**src/bsu_pkg.sv**
```systemverilog
`default_nettype none
package bsu_pkg;

   localparam int MAX_DEGREE = 15;
   localparam int NUM_CELLS  = MAX_DEGREE + 1;
   localparam int IDX_W      = 4;
   localparam int EMIT_W     = 5;
   localparam int COORD_W    = 32;
   localparam int PARAM_W    = 17;
   localparam int CSR_ADDR_W = 3;
   localparam int CSR_DATA_W = 32;

   localparam logic [PARAM_W-1:0] ONE_Q16       = 17'd65536;
   localparam logic [IDX_W-1:0]   DEGREE_RESET  = 4'd3;
   localparam logic               REG_CURVE_DEG = 1'b0;

   typedef struct packed {
      logic signed [COORD_W-1:0] x;
      logic signed [COORD_W-1:0] y;
      logic signed [COORD_W-1:0] z;
   } point_type;

   typedef struct packed {
      logic load;
      logic update;
      logic shift;
   } cell_ctrl_type;

   typedef enum logic [1:0] {
      ST_LOAD,
      ST_COMPUTE,
      ST_EMIT
   } state_type;

   // ((1-t)*a + t*b) rounded, written as a*2^16 + t*(b-a) so one multiplier suffices.
   function automatic logic signed [COORD_W-1:0] blend_coord(
      input logic signed [COORD_W-1:0] a,
      input logic signed [COORD_W-1:0] b,
      input logic [PARAM_W-1:0]        t
   );
      logic signed [COORD_W:0]   diff;
      logic signed [51:0]        prod;
      logic signed [51:0]        sum;
      diff = 33'(signed'(b)) - 33'(signed'(a));
      prod = 52'(signed'({1'b0, t}) * diff);
      sum  = (52'(a) <<< 16) + prod + 52'sd32768;
      return sum[47:16];
   endfunction

   function automatic point_type blend_point(
      input point_type          a,
      input point_type          b,
      input logic [PARAM_W-1:0] t
   );
      point_type r;
      r.x = blend_coord(a.x, b.x, t);
      r.y = blend_coord(a.y, b.y, t);
      r.z = blend_coord(a.z, b.z, t);
      return r;
   endfunction

endpackage
`default_nettype wire

```
**src/bsu_cell.sv**
```systemverilog
`default_nettype none
module bsu_cell (
   input  wire logic                          clock,
   input  wire bsu_pkg::cell_ctrl_type        ctrl,
   input  wire logic [bsu_pkg::PARAM_W-1:0]   param,
   input  wire bsu_pkg::point_type            load_pt,
   input  wire bsu_pkg::point_type            nbr_pt,
   output bsu_pkg::point_type                 pt,
   output bsu_pkg::point_type                 mix_pt
);

   bsu_pkg::point_type pt_ff;
   bsu_pkg::point_type pt_in;

   assign mix_pt = bsu_pkg::blend_point(pt_ff, nbr_pt, param);
   assign pt     = pt_ff;

   always_comb begin
      pt_in = pt_ff;
      if (ctrl.load) begin
         pt_in = load_pt;
      end else if (ctrl.update) begin
         pt_in = mix_pt;
      end else if (ctrl.shift) begin
         pt_in = nbr_pt;
      end
   end

   always_ff @(posedge clock) begin
      pt_ff <= pt_in;
   end

endmodule
`default_nettype wire

```
**config.mk**
```make
export PLATFORM = sky130hd
export DESIGN_NAME = bsu_cell
export DESIGN_NICKNAME = d
export VERILOG_FILES = /design/src/bsu_pkg.sv /design/src/bsu_cell.sv
export SDC_FILE = /design/constraint.sdc
export NUM_CORES = 2
export LEC_CHECK = 0
export ABC_CLOCK_PERIOD_IN_PS = 19300
export BUFFER_PORTS_ARGS = -buffer_cell sky130_fd_sc_hd__buf_2
export CAP_MARGIN = 25
export CORE_MARGIN = 2
export CORE_UTILIZATION = 50
export DETAILED_ROUTE_END_ITERATION = 6
export GPL_TIMING_DRIVEN = 0
export PLACE_DENSITY_LB_ADDON = 0.2
export SLEW_MARGIN = 30
export SYNTH_ARGS = -nofsm -noshare
export SYNTH_HDL_FRONTEND = slang
export SYNTH_SLANG_ARGS = --single-unit
```
**constraint.sdc**
```tcl
create_clock -name clock -period 19.3 [get_ports clock]
set_input_delay 2.895 -clock clock [delete_from_list [all_inputs] [get_ports clock]]
set_output_delay 2.895 -clock clock [all_outputs]
set_load 0.005 [all_outputs]
```
==> flow_summary.toml <==
[critical_path]
max_stage_delay_ns = 0.76
startpoint_type = "input pin"
crit_fanout = 10
cpMostUsedCell = "fa_1"
slowest_stage = "xnor2_1"
critical_path_class = "in -> out"
cp_top_family = "adder cells"
crit_buf_inv = 10
endpoint_kind = "primary output"
cp.arrival_ns = 14.40
crit_required_ns = 16.41

[finish]
fill_cells = 12800
regArea_um2 = 2883
drive_above_1_share_pct = 8.216
area_growth_syn_to_layout_pct = 8.653
fin_nets = 10470
largest_reg_flops = 96
multi_input_area_um2 = 56680
final_area_um2 = 74250

[clock_network]
h-tree-depth = 3
cts_max_path_buffers = 2
cts_tree = "done"
clock_latency_ns = 0.49
root_buffer = "clkbuf_16"
ctsHoldBuffers = 0
cts.sinks = 96
path_clk_slew_ns = 0.08
cts.repair.resized = 0
numCtsBuffers = 9
post_cts.repair.setup_buffers = 0

[sta]
skew_ns = 0.03313
worst_pin_slew_ns = 1.173
finalSetupTns_ns = 0
final-max-slew-violation-count = 0
setup_violations = 0
rsz0062_at_grt = "no"
relSlewSlack_pct = 21.81
period_minus_slack_ns = 17.30
fmax_mhz = 57.82
period_share_pct = 89.61
hold_viol_final = 0

[detailed_routing]
antenna_left = 0
drt_iter0_drc = 5431
avgRoutedWirePerCell_um = 26.74
routed_wl_um = 267200
dr.pass1.iters = 7
num_vias = 55590
drt_drc_violations_left = 2
viasPerCell = 5.563

[floorplanning]
die_y_um = 373.7
io_pins = 405
core_um2 = 135600
dieWidth_um = 373.7
fp-row-count = 135
start_util_pct = 50.38
die-area_um2 = 139600

[global_routing]
antenna_found_initial = 65
grt_remaining_overflow = 0
grt_pass1_wl_um = 384400
grt_max_degree = 42
grt.total_usage_pct = 38.89
grt_pass1_vias = 55750

[status]
status = "complete, but fails checks"
violations = "DRC"

[place]
place_area_um2 = 73750
hpwl_um = 222600
port_buffers = 391
gp_congestion = 1.040

[synth]
ys_ff_latch = 96
synthDistinctLibCells = 88
synth_area_per_cell_um2 = 8.840
synth_async_sr_flop_share_pct = 0
ys_warn_count = 0
yosysMostFrequentCell = "inv_1"
synth_ff_type = "edfxtp_1"
synth_common_cells = "2,129 x inv_1, 1,641 x fa_1, 863 x nand2_1"
synth-edff-count = 96
syn-num-nets = 10040
synth_top_area_cell = "fa_1"
synth_cells = 7730
synth_area_um2 = 68340
yosysSeqAreaShare_pct = 4.219
synthTopCellsByArea = "fa_1 48%, inv_1 12%, ha_1 8.3%"
netlist.area_leader.share_pct = 48.07

[job]
cap_violations = 0

[worst_hold_path]
hold_path_class = "reg -> reg"
==> stage by stage <==
stage / instances / setup slack, ns / util [%] / hold WS (ns)
floorplan: 7730 / 5.575 / - / 1.256
global placement: 9902 / 1.751 / 53.47 / 1.618
detailed placement: 9932 / 2.089 / 54.37 / 1.636
CTS: 9948 / 2.051 / 54.59 / 1.664
global route: 9957 / 1.820 / 54.67 / 1.747
finish: 9993 / 2.005 / 54.74 / 1.666
==> worst paths after layout <==
path | depth (start not counted) | slack [ns] | to | from
max | 37 | 2.00 | mix_pt[31] | nbr_pt[0]
min | 7 | 1.67 | pt[95]$_DFFE_PP_ | pt[95]$_DFFE_PP_
max reg2reg | 36 | 7.25 | pt[31]$_DFFE_PP_ | pt[0]$_DFFE_PP_
min reg2reg | 7 | 1.67 | pt[95]$_DFFE_PP_ | pt[95]$_DFFE_PP_
==> tightest hold or removal path, delay by kind of cell (launching register included) <==
| family | cells | cell delay, ns |
|---|---|---|
| adder cells (fa/ha/maj) | 1 | 0.19 |
| flip-flops | 1 | 0.51 |
| AND/OR/NAND/NOR | 1 | 0.09 |
| buffers and inverters | 1 | 0.09 |
| XOR/XNOR | 2 | 0.40 |
| AO/OA/AOI/OAI | 2 | 0.22 |
==> layer usage <==
layer	track usage (%)	wire, µm
met3	9.818	29610
met5	1.029	404
met1	51.85	103600
met4	21.57	17190
met2	57.97	116300
==> cell type report <==
class | count | area share [%]
clock inverter | 6 | 0.07920
tap | 1781 | 3.001
antenna | 45 | 0.1517
inverter | 2134 | 10.80
clock buffer | 10 | 0.3084
timing repair buffer | 421 | 3.578
sequential | 96 | 3.883
buffer | 322 | 1.871
multi-input combinational | 5178 | 76.33
==> cell families (layout without fill, tap and decap cells) <==
logic type | after synthesis | count (layout) | share of synthesized area, %
mux | 59 | 59 | 0.8642
xor+xnor | 230 | 230 | 3.030
compound gates | 640 | 640 | 6.134
flops | 96 | 96 | 4.219
buf+inv | 2456 | 2893 | 13.55
simple gates | 2152 | 2152 | 15.78
fa+ha+maj | 2097 | 2097 | 56.42
other cells | 0 | 45 | 0
==> cell usage in the layout (no fill, tap or decap), types with 7 or more instances in the layout <==
cell          n
a21oi_1     185
clkbuf_1    189
o21ai_1      17
ha_1        456
xnor2_1     111
clkbuf_2    106
xor2_1       55
a2bb2oi_1    23
a41oi_1       7
nor2b_1      35
o21a_1       25
and4_1       11
o21bai_1     21
edfxtp_1     96
a31oi_1      17
mux2i_1      59
or3_1         7
o211ai_1     14
xor2_2        9
nand3_1      39
nand2_1     863
a21o_1      106
a22oi_1       7
and3_1       11
o21ai_0     129
xnor2_2      52
nor3_1       47
and2_1      846
buf_16       19
buf_2       411
diode_2      45
nand4_1      25
nor2_1      192
clkbuf_16     9
inv_1      2128
a211oi_1     14
fa_1       1641
nand2b_1     46
Power is not shown: default switching activity piles up to over one toggle a cycle in this logic, so the estimate is an artifact.
